===== src/rtl/core/cbcs_pkg.sv =====
`timescale 1ns / 1ps

package cbcs_pkg;

    localparam int unsigned BLK_W = 128;
    localparam int unsigned CNT_W = 5;
    localparam int unsigned POS_W = 4;
    localparam int unsigned NROUNDS = 10;
    localparam logic [CNT_W-1:0] FULL_BYTES = 5'd16;
    localparam logic [POS_W-1:0] SKIP_RESET = 4'd9;

    localparam logic [2:0] REG_KEY_HI  = 3'd0;
    localparam logic [2:0] REG_KEY_LO  = 3'd1;
    localparam logic [2:0] REG_IV_HI   = 3'd2;
    localparam logic [2:0] REG_IV_LO   = 3'd3;
    localparam logic [2:0] REG_SKIP    = 3'd4;

    // Classified item handed from front to back.
    typedef struct packed {
        logic [BLK_W-1:0] data;
        logic [CNT_W-1:0] bytes;
        logic             enc;
        logic             load_iv;
    } t_job;

    function automatic logic [7:0] sbox(input logic [7:0] x);
        logic [7:0] t [256];
        t = '{
        8'h63,8'h7c,8'h77,8'h7b,8'hf2,8'h6b,8'h6f,8'hc5,8'h30,8'h01,8'h67,8'h2b,8'hfe,8'hd7,8'hab,8'h76,
        8'hca,8'h82,8'hc9,8'h7d,8'hfa,8'h59,8'h47,8'hf0,8'had,8'hd4,8'ha2,8'haf,8'h9c,8'ha4,8'h72,8'hc0,
        8'hb7,8'hfd,8'h93,8'h26,8'h36,8'h3f,8'hf7,8'hcc,8'h34,8'ha5,8'he5,8'hf1,8'h71,8'hd8,8'h31,8'h15,
        8'h04,8'hc7,8'h23,8'hc3,8'h18,8'h96,8'h05,8'h9a,8'h07,8'h12,8'h80,8'he2,8'heb,8'h27,8'hb2,8'h75,
        8'h09,8'h83,8'h2c,8'h1a,8'h1b,8'h6e,8'h5a,8'ha0,8'h52,8'h3b,8'hd6,8'hb3,8'h29,8'he3,8'h2f,8'h84,
        8'h53,8'hd1,8'h00,8'hed,8'h20,8'hfc,8'hb1,8'h5b,8'h6a,8'hcb,8'hbe,8'h39,8'h4a,8'h4c,8'h58,8'hcf,
        8'hd0,8'hef,8'haa,8'hfb,8'h43,8'h4d,8'h33,8'h85,8'h45,8'hf9,8'h02,8'h7f,8'h50,8'h3c,8'h9f,8'ha8,
        8'h51,8'ha3,8'h40,8'h8f,8'h92,8'h9d,8'h38,8'hf5,8'hbc,8'hb6,8'hda,8'h21,8'h10,8'hff,8'hf3,8'hd2,
        8'hcd,8'h0c,8'h13,8'hec,8'h5f,8'h97,8'h44,8'h17,8'hc4,8'ha7,8'h7e,8'h3d,8'h64,8'h5d,8'h19,8'h73,
        8'h60,8'h81,8'h4f,8'hdc,8'h22,8'h2a,8'h90,8'h88,8'h46,8'hee,8'hb8,8'h14,8'hde,8'h5e,8'h0b,8'hdb,
        8'he0,8'h32,8'h3a,8'h0a,8'h49,8'h06,8'h24,8'h5c,8'hc2,8'hd3,8'hac,8'h62,8'h91,8'h95,8'he4,8'h79,
        8'he7,8'hc8,8'h37,8'h6d,8'h8d,8'hd5,8'h4e,8'ha9,8'h6c,8'h56,8'hf4,8'hea,8'h65,8'h7a,8'hae,8'h08,
        8'hba,8'h78,8'h25,8'h2e,8'h1c,8'ha6,8'hb4,8'hc6,8'he8,8'hdd,8'h74,8'h1f,8'h4b,8'hbd,8'h8b,8'h8a,
        8'h70,8'h3e,8'hb5,8'h66,8'h48,8'h03,8'hf6,8'h0e,8'h61,8'h35,8'h57,8'hb9,8'h86,8'hc1,8'h1d,8'h9e,
        8'he1,8'hf8,8'h98,8'h11,8'h69,8'hd9,8'h8e,8'h94,8'h9b,8'h1e,8'h87,8'he9,8'hce,8'h55,8'h28,8'hdf,
        8'h8c,8'ha1,8'h89,8'h0d,8'hbf,8'he6,8'h42,8'h68,8'h41,8'h99,8'h2d,8'h0f,8'hb0,8'h54,8'hbb,8'h16};
        return t[x];
    endfunction

    function automatic logic [7:0] xtime(input logic [7:0] x);
        return {x[6:0], 1'b0} ^ (x[7] ? 8'h1b : 8'h00);
    endfunction

    // Byte i of the block sits at bits [127-8i -: 8].
    function automatic logic [7:0] byte_at(input logic [BLK_W-1:0] s, input int i);
        return s[BLK_W-1-8*i -: 8];
    endfunction

    function automatic logic [BLK_W-1:0] next_key(input logic [BLK_W-1:0] k,
                                                   input logic [7:0] rc);
        logic [31:0] w0, w1, w2, w3, t;
        w0 = k[127:96]; w1 = k[95:64]; w2 = k[63:32]; w3 = k[31:0];
        t = {sbox(w3[23:16]) ^ rc, sbox(w3[15:8]), sbox(w3[7:0]), sbox(w3[31:24])};
        w0 = w0 ^ t; w1 = w1 ^ w0; w2 = w2 ^ w1; w3 = w3 ^ w2;
        return {w0, w1, w2, w3};
    endfunction

    // One round without key addition; mix selects MixColumns.
    function automatic logic [BLK_W-1:0] round_fn(input logic [BLK_W-1:0] s,
                                                   input logic mix);
        logic [7:0] m [16];
        logic [7:0] a0, a1, a2, a3, al;
        logic [BLK_W-1:0] o;
        for (int c = 0; c < 4; c++)
            for (int j = 0; j < 4; j++)
                m[4*c+j] = sbox(byte_at(s, 4*((c+j)%4)+j));
        for (int c = 0; c < 4; c++) begin
            a0 = m[4*c]; a1 = m[4*c+1]; a2 = m[4*c+2]; a3 = m[4*c+3];
            al = a0 ^ a1 ^ a2 ^ a3;
            if (mix) begin
                m[4*c]   = a0 ^ al ^ xtime(a0 ^ a1);
                m[4*c+1] = a1 ^ al ^ xtime(a1 ^ a2);
                m[4*c+2] = a2 ^ al ^ xtime(a2 ^ a3);
                m[4*c+3] = a3 ^ al ^ xtime(a3 ^ a0);
            end
        end
        for (int i = 0; i < 16; i++)
            o[BLK_W-1-8*i -: 8] = m[i];
        return o;
    endfunction

endpackage


===== src/rtl/core/cbcs_front.sv =====
`timescale 1ns / 1ps

// Accepts items, tracks the pattern position, pushes classified jobs.
module cbcs_front (
    input  logic                    i_clk,
    input  logic                    i_rst_n,
    input  logic                    i_valid,
    output logic                    o_stall,
    input  logic [63:0]             i_data_high,
    input  logic [63:0]             i_data_low,
    input  logic [4:0]              i_valid_bytes,
    input  logic                    i_run_start,
    input  logic [3:0]              i_skip,
    output logic                    o_push,
    output cbcs_pkg::t_job          o_job,
    input  logic                    i_full
);
    import cbcs_pkg::*;

    logic [POS_W-1:0] r_pos, n_pos, pos_eff;
    logic             full_blk, acc;

    assign o_stall  = i_full;
    assign acc      = i_valid && !i_full;
    assign o_push   = acc;
    assign full_blk = i_valid_bytes >= FULL_BYTES;
    assign pos_eff  = i_run_start ? '0 : r_pos;

    always_comb begin
        n_pos = r_pos;
        if (acc) begin
            n_pos = pos_eff;
            if (full_blk)
                n_pos = (pos_eff >= i_skip) ? '0 : pos_eff + 1'b1;
        end
    end

    assign o_job.data    = {i_data_high, i_data_low};
    assign o_job.bytes   = i_valid_bytes;
    assign o_job.enc     = full_blk && (pos_eff == '0);
    assign o_job.load_iv = i_run_start;

    always_ff @(posedge i_clk) begin
        if (!i_rst_n) r_pos <= '0;
        else          r_pos <= n_pos;
    end

endmodule


===== config.mk =====
export PLATFORM = sky130hd
export DESIGN_NAME = cbcs_front
export DESIGN_NICKNAME = d
export VERILOG_FILES = /design/src/rtl/core/cbcs_pkg.sv /design/src/rtl/core/cbcs_front.sv
export SDC_FILE = /design/constraint.sdc
export NUM_CORES = 1
export LEC_CHECK = 0
export BUFFER_PORTS_ARGS = -buffer_cell sky130_fd_sc_hd__buf_2
export CAP_MARGIN = 15
export CORE_AREA = 4 4 107 109
export CTS_BUF_LIST = sky130_fd_sc_hd__clkbuf_2 sky130_fd_sc_hd__clkbuf_4 sky130_fd_sc_hd__clkbuf_8
export DETAILED_ROUTE_END_ITERATION = 7
export DIE_AREA = 0 0 111 113
export GPL_ROUTABILITY_DRIVEN = 0
export SKIP_CTS_REPAIR_TIMING = 1
export SLEW_MARGIN = 20
export SYNTH_ARGS = -nofsm -noshare
export SYNTH_HDL_FRONTEND = slang
export SYNTH_SLANG_ARGS = --single-unit

===== constraint.sdc =====
create_clock -name i_clk -period 1.8 [get_ports i_clk]
set_clock_uncertainty 0.1 [all_clocks]
set_input_delay 0.36 -clock i_clk [delete_from_list [all_inputs] [get_ports i_clk]]
set_output_delay 0.36 -clock i_clk [all_outputs]
set_load 0.03 [all_outputs]

Yosys cells after proc, flatten, opt, wreduce, memory -nomap -nowiden --
Index checks and enable logic that the tools add are counted.
Word-level totals: output and inout port bits 137, input port bits 142, register bits after elaboration 4, logic and storage cells 11
Operators by class: reductions and logical operators 4, $lt $le $gt $ge 2, mux-type cells 3, add/subtract/negate cells 1
Operator list (number):
- $mux 4 | 3
- $ge 5x5->1 const B | 1
- $add 4x1->4 const B | 1
- $ge 4x4->1 | 1
- $logic_not 4->1 | 1
- $logic_and 1x1->1 | 2
- $logic_not 1->1 | 1

Logic depth before layout (Yosys ltp) --
Gate-level depths: netlist (run 1).
depth in word-level cells 4, mapped depth 8, gate-level depth less buffers 7

Least setup slack after synthesis (run 1) --
No wires, ideal clock.
kind input to register, start input port i_run_start, end register r_pos[1], path slack -0.168 ns, stages 7, arrival 1.798 ns, library setup time 0.070 ns, cells stage by stage buf_4 nand2b_1 ha_1 nand2b_4 a2111oi_2 o311ai_1 a21oi_1
On the way: word-level cells in the longest chain between the ends 4, elaborated cells between the ends (all ways) 5
RTL lines:
- start, declared | RTL line cbcs_front.sv:12 | input logic i_run_start,
- $mux 4 (*) | RTL line cbcs_front.sv:27 | assign pos_eff = i_run_start ? '0 : r_pos;
- $add 4x1->4 or $ge 4x4->1 (tied branches) | RTL line cbcs_front.sv:34 | n_pos = (pos_eff >= i_skip) ? '0 : pos_eff + 1'b1;
- $mux 4 | RTL line cbcs_front.sv:34
- $mux 4 (*) | RTL line cbcs_front.sv:33 | if (full_blk)
- end signal, assigned | RTL line cbcs_front.sv:45 | else r_pos <= n_pos;
- end, declared | RTL line cbcs_front.sv:20 | logic [POS_W-1:0] r_pos, n_pos, pos_eff;
Every way passes the cells marked *; elsewhere a longest branch is shown, timed or not. A chain may end at the register's enable or synchronous reset.

==> impl_metrics.ini, run 1 <==
[grt]
overflow = 0
grtUsageTotal_pct = 6.13
grt_pass1_wl_um = 5260
grt_pass1_vias = 746
antenna_found_initial = 0
grt_max_degree = 12

[worst_setup_path]
r2r-end = r_pos[2]
worstPathRequired_ns = 1.34
criticalPathCategory = reg2out
critical_path_arrival_ns = 1.29
startpoint_type = register
cp_max_fo = 3
worstRegToRegCells = 5
endpoint_kind = primary output
reg2reg_slack_ns = 0.09
crit-reg2reg-launch = r_pos[1]

[min_path]
hold_end = r_pos[1]
hp-start = i_rst_n
hp-class = in2reg
hold_depth = 3

[pwr]
peakVddDrop_v = 0.000122
power_density_nw_per_um2 = 448
p_leak_nw = 0.328
total_power_uw = 414

[layout]
final_cells = 222
largestRegisters = r_pos (4)
final_cell_mix = 13 x buf_2, 8 x buf_4, 5 x inv_1, 5 x o21ai_0, 4 x nor2_1
area_growth_pct = -38.8
regMostFlops = r_pos
nets = 231
drive_above_1_share_pct = 50.0
utilization_pct = 8.72
antenna_cells = 0
largest_reg_flops = 4
mostFrequentLayoutCell = buf_2
final_area_sq_um = 925

[logic_synthesis]
ys_seq_elements = 4
synth_nets = 341
synth_warnings = 0
synth.distinct_cells = 30
synth.cell_area_sq_um = 1510
avgSynthCellArea_sq_um = 7.78
ys_seq_area_share_pct = 5.30
syn_inst = 194

[clock_tree]
clkTransAtPathRegs_ns = 0.03
cts_sinks = 4
htree_levels = 1
cts_buffers = 3
clkLatencyLatePin_ns = 0.22
tritoncts = built
cts_root_buf = clkbuf_8
clockBufferDepth = 2

[flow_run]
maxCapViolations = 0

[sta]
hold_slack_ns = 0.340
setup-violations-final = 0
fmax_ghz = 0.572
fin_crit_sh_pct = 97.1
grt_setup_unrepaired = no
worstMarginPinSlew_ns = 0.333
min_period_ns = 1.75
hold_viol_final = 0
fin_setup_tns_ns = 0
drv_slew = 0
slew_headroom_pct = 77.8
fin_ws_ns = 0.0516

[place]
portBuffers = 14
placed_cells_incl_taps = 219
dp_hpwl_um = 3490
dp_slack_ns = -0.0961
postPlaceCellArea_sq_um = 843

[floorplanning]
dieWidth_um = 111
die_h_um = 113
io_pins = 279
dieArea_sq_um = 12500
core_area_sq_um = 10600
row_count = 38
start_util_pct = 14.2

[drt]
via_per_inst = 3.16
top_layer_used = met4
routedWlPerCell_um = 17.7
m1WireLength_um = 818
ant_nets = 0
via_count = 701
drt-pass1-iter-count = 4
wl_um = 3940
wl_met3_um = 953
drc_errors = 0
drtIter0Drc = 22
wl_met2_um = 1830

[status]
run_status = complete, no violations
critical path, stage by stage, from the launching register on:
cell	delay, ns
dfxtp_2	0.33
nor2b_4	0.23
inv_2	0.06
ha_1	0.19
o211a_1	0.13
buf_6	0.14
routing by layer:
metal | up-vias | GRT usage [%]
met3 | 37 | 7.01
met5 | - | 0
met1 | 313 | 3.39
li1 | 269 | -
met2 | 82 | 9.18
met4 | 0 | 6.81
cell usage after synthesis:
library cell  instances  area share, %
a2111oi_2             2            2.0
a2111oi_4             1            1.8
a211oi_1              1           0.50
a21boi_1              1           0.50
a21oi_1               3           0.99
a311oi_1              1           0.58
a41oi_1               1           0.58
and2_1                1           0.41
buf_4               136             68
buf_6                 1           0.75
dfxtp_1               4            5.3
ha_1                  5            4.1
inv_1                 6            1.5
nand2_1               3           0.75
nand2b_1              3            1.2
nand2b_4              1           0.91
nand3_1               1           0.33
nand4_1               1           0.41
nand4b_1              1           0.58
nor2_1                4           0.99
nor2b_1               2           0.83
nor2b_4               1           0.91
nor3_1                1           0.33
nor4b_1               1           0.58
o211a_1               2            1.3
o21ai_0               5            1.7
o21ai_1               1           0.33
o22ai_1               1           0.41
o311ai_1              2            1.2
xnor2_1               1           0.58
kinds of logic after synthesis:
group	count (synthesis)	synth area share, %
flip-flops	4	5.30
adder cells (fa/ha/maj)	5	4.14
buffers and inverters	143	69.8
AO/OA/AOI/OAI	21	11.8
AND/OR/NAND/NOR	20	8.28
XOR/XNOR	1	0.580
cell type report:
type | instances | area, sq um
fill | 1217 | 9680
sequential | 4 | 82.6
multi-input combinational | 47 | 467
clock buffer | 3 | 41.3
inverter | 6 | 22.5
tap | 140 | 175
timing repair buffer | 22 | 136
how the worst max path moves through the flow:
stage	from	to	slack (ns)	depth (start not counted)
finish	r_pos[1]	o_job[1]	0.05	5
global route	r_pos[1]	o_job[1]	0.0008	5
CTS	r_pos[1]	o_job[1]	-0.05	5
detailed placement	i_run_start	r_pos[2]	-0.1	7
global placement	i_run_start	r_pos[1]	-0.05	7
floorplan	i_run_start	r_pos[1]	0.04	7
where the power goes:
group	leakage (nW)	internal (mW)	switching [mW]
clock network	0.0216	0.143	0.0515
registers	0.0333	0.0927	0.00303
logic	0.274	0.0552	0.0688
No activity file was read; power rests on OpenSTA's default activity.
==> run 2, diff against run 1 <==
--- a/config.mk
+++ b/config.mk
@@ -8,7 +8,7 @@
 export BUFFER_PORTS_ARGS = -buffer_cell sky130_fd_sc_hd__buf_2
 export CAP_MARGIN = 15
 export CORE_AREA = 4 4 107 109
-export CTS_BUF_LIST = sky130_fd_sc_hd__clkbuf_2 sky130_fd_sc_hd__clkbuf_4 sky130_fd_sc_hd__clkbuf_8
+export CTS_BUF_LIST = sky130_fd_sc_hd__clkbuf_8
 export DETAILED_ROUTE_END_ITERATION = 7
 export DIE_AREA = 0 0 111 113
 export GPL_ROUTABILITY_DRIVEN = 0
==> constraint.sdc (replaced) <==
create_clock -name i_clk -period 1.8 [get_ports i_clk]
set_clock_uncertainty 0.1 [all_clocks]
set_input_delay 0.09 -clock i_clk [delete_from_list [all_inputs] [get_ports i_clk]]
set_output_delay 0.09 -clock i_clk [all_outputs]
set_load 0.03 [all_outputs]
==> run 2 against run 1 <==
Net effect: worst setup slack improved by 0.075 ns; highest routed layer unchanged; register-to-register slack better by 0.04 ns; via count increased by 0.71%; first-iteration DRC count shrank 55%.
==> impl_metrics.ini, run 2 (synthesized netlist as in run 1, its figures left out) <==
[worst_setup_path]
worstPathRequired_ns = 1.85
cp_max_fo = 4
worst_path_largest_cell_delay_ns = 0.40
path_cells = nor2b_4 -> ha_4 -> a2111oi_4 -> o311ai_1 -> a21oi_1
worstRegToRegCells = 5
reg2reg_slack_ns = 0.13
critical_path_arrival_ns = 1.72
r2r-end = r_pos[1]
startpoint_type = register
criticalPathCategory = reg2reg
endpoint_kind = register
crit-reg2reg-launch = r_pos[1]
crit_slowest_cell = a2111oi_4

[floorplanning]
die_h_um = 113
dieWidth_um = 111
row_count = 38
dieArea_sq_um = 12500
start_util_pct = 14.2
io_pins = 279
core_area_sq_um = 10600

[sta]
fmax_ghz = 0.598
hold_viol_final = 0
fin_crit_sh_pct = 93.0
worstMarginPinSlew_ns = 0.324
drv_slew = 0
grt_setup_unrepaired = no
setup-violations-final = 0
slew_headroom_pct = 78.4
hold_slack_ns = 0.0738
min_period_ns = 1.67

[place]
dp_hpwl_um = 2790
postPlaceCellArea_sq_um = 768
portBuffers = 14
placed_cells_incl_taps = 217

[min_path]
hold_end = r_pos[1]
hp-class = in2reg
hold_depth = 3
hp-start = i_rst_n

[layout]
final_cells = 221
largest_reg_flops = 4
fillCellCount = 1231
final_cell_mix = 14 x buf_2, 7 x buf_4, 6 x inv_1
drive_above_1_share_pct = 44.4
area_growth_pct = -41.2
antenna_cells = 0
largestRegisters = r_pos (4)
regMostFlops = r_pos
final_area_sq_um = 888
mostFrequentLayoutCell = buf_2
nets = 230

[status]
run_status = complete, no violations

[pwr]
power_density_nw_per_um2 = 466
p_int_uw = 289
p_comb_share_pct = 29.1
peakVddDrop_v = 0.000118
sw_frac_of_total_pct = 30.2
p_leak_nw = 0.320
seqPwrFrac_pct = 22.9
total_power_uw = 414
p_switching_uw = 125
clockPowerShare_pct = 48.0

[flow_run]
maxCapViolations = 0

[drt]
drt-pass1-iter-count = 4
wl_um = 3360
via_per_inst = 3.19
drtIter0Drc = 10
routedWlPerCell_um = 15.2
ant_nets = 0
drc_errors = 0
via_count = 706

[grt]
grt_pass1_wl_um = 4710
grt_max_degree = 12
overflow = 0
grt_pass1_vias = 731
grtUsageTotal_pct = 5.27
antenna_found_initial = 0

[clock_tree]
cts_root_buf = clkbuf_8
cts_sinks = 4
htree_levels = 1
clockBufferDepth = 2
clkTransAtPathRegs_ns = 0.03
clkLatencyLatePin_ns = 0.22
cts_buffers = 3
tritoncts = built
-- run 2: cell types whose count changed in the layout (fill, tap and decap cells not counted), sizes merged --
cell	change
buf	-1
-- run 2: layout make-up --
type                            count  area [sq um]  area share, %
Clock buffer                        3          41.3           4.65
Tap cell                          140           175           19.7
Sequential cell                     4          81.3           9.15
Inverter                            6          22.5           2.54
Multi-Input combinational cell     47           445           50.1
Timing Repair Buffer               21           123           13.8
-- run 2: worst max path at each step --
stage | end | from | slack [ns] | cells after the start
finish | r_pos[1] | r_pos[1] | 0.13 | 5
global route | r_pos[2] | r_pos[0] | 0.03 | 6
detailed placement | r_pos[1] | r_pos[1] | -0.03 | 5
floorplan | r_pos[1] | r_pos[0] | 0.07 | 6
global placement | r_pos[1] | r_pos[1] | 0.01 | 5
CTS | r_pos[1] | r_pos[1] | -0.08 | 5
-- run 2: critical path, delay by kind of cell (launching register included) --
family	cells	cell delay, ns
and+or+nand+nor	1	0.21
DFF	1	0.35
AOI/OAI and AO/OA	3	0.70
adders and majority gates	1	0.25
-- run 2: metal layers --
layer | vias up | GRT usage (%) | routed length, um
met3 | 56 | 5.29 | 681
met1 | 304 | 2.90 | 721
li1 | 267 | - | -
met2 | 79 | 7.52 | 1580
met5 | - | 0 | 0
met4 | 0 | 7.80 | 374
-- run 2: metrics by stage --
stage	setup TNS (ns)	setup WS [ns]	util (%)
after global placement	0	0.0129	7.25
after global routing	0	0.0309	8.38
after CTS	-0.173	-0.0768	7.64
after floorplan	0	0.0696	-
final	0	0.127	8.38
after detailed placement	-0.0510	-0.0345	7.25
-- run 2: power groups by stage --
stage	sequential [mW]	clock (mW)	combinational, mW
after floorplan	0.0950	0	0.624
after detailed placement	0.0947	0	0.103
final	0.0947	0.199	0.121
after global placement	0.0945	0	0.102
after CTS	0.0935	0.198	0.103
after global routing	0.0949	0.202	0.132
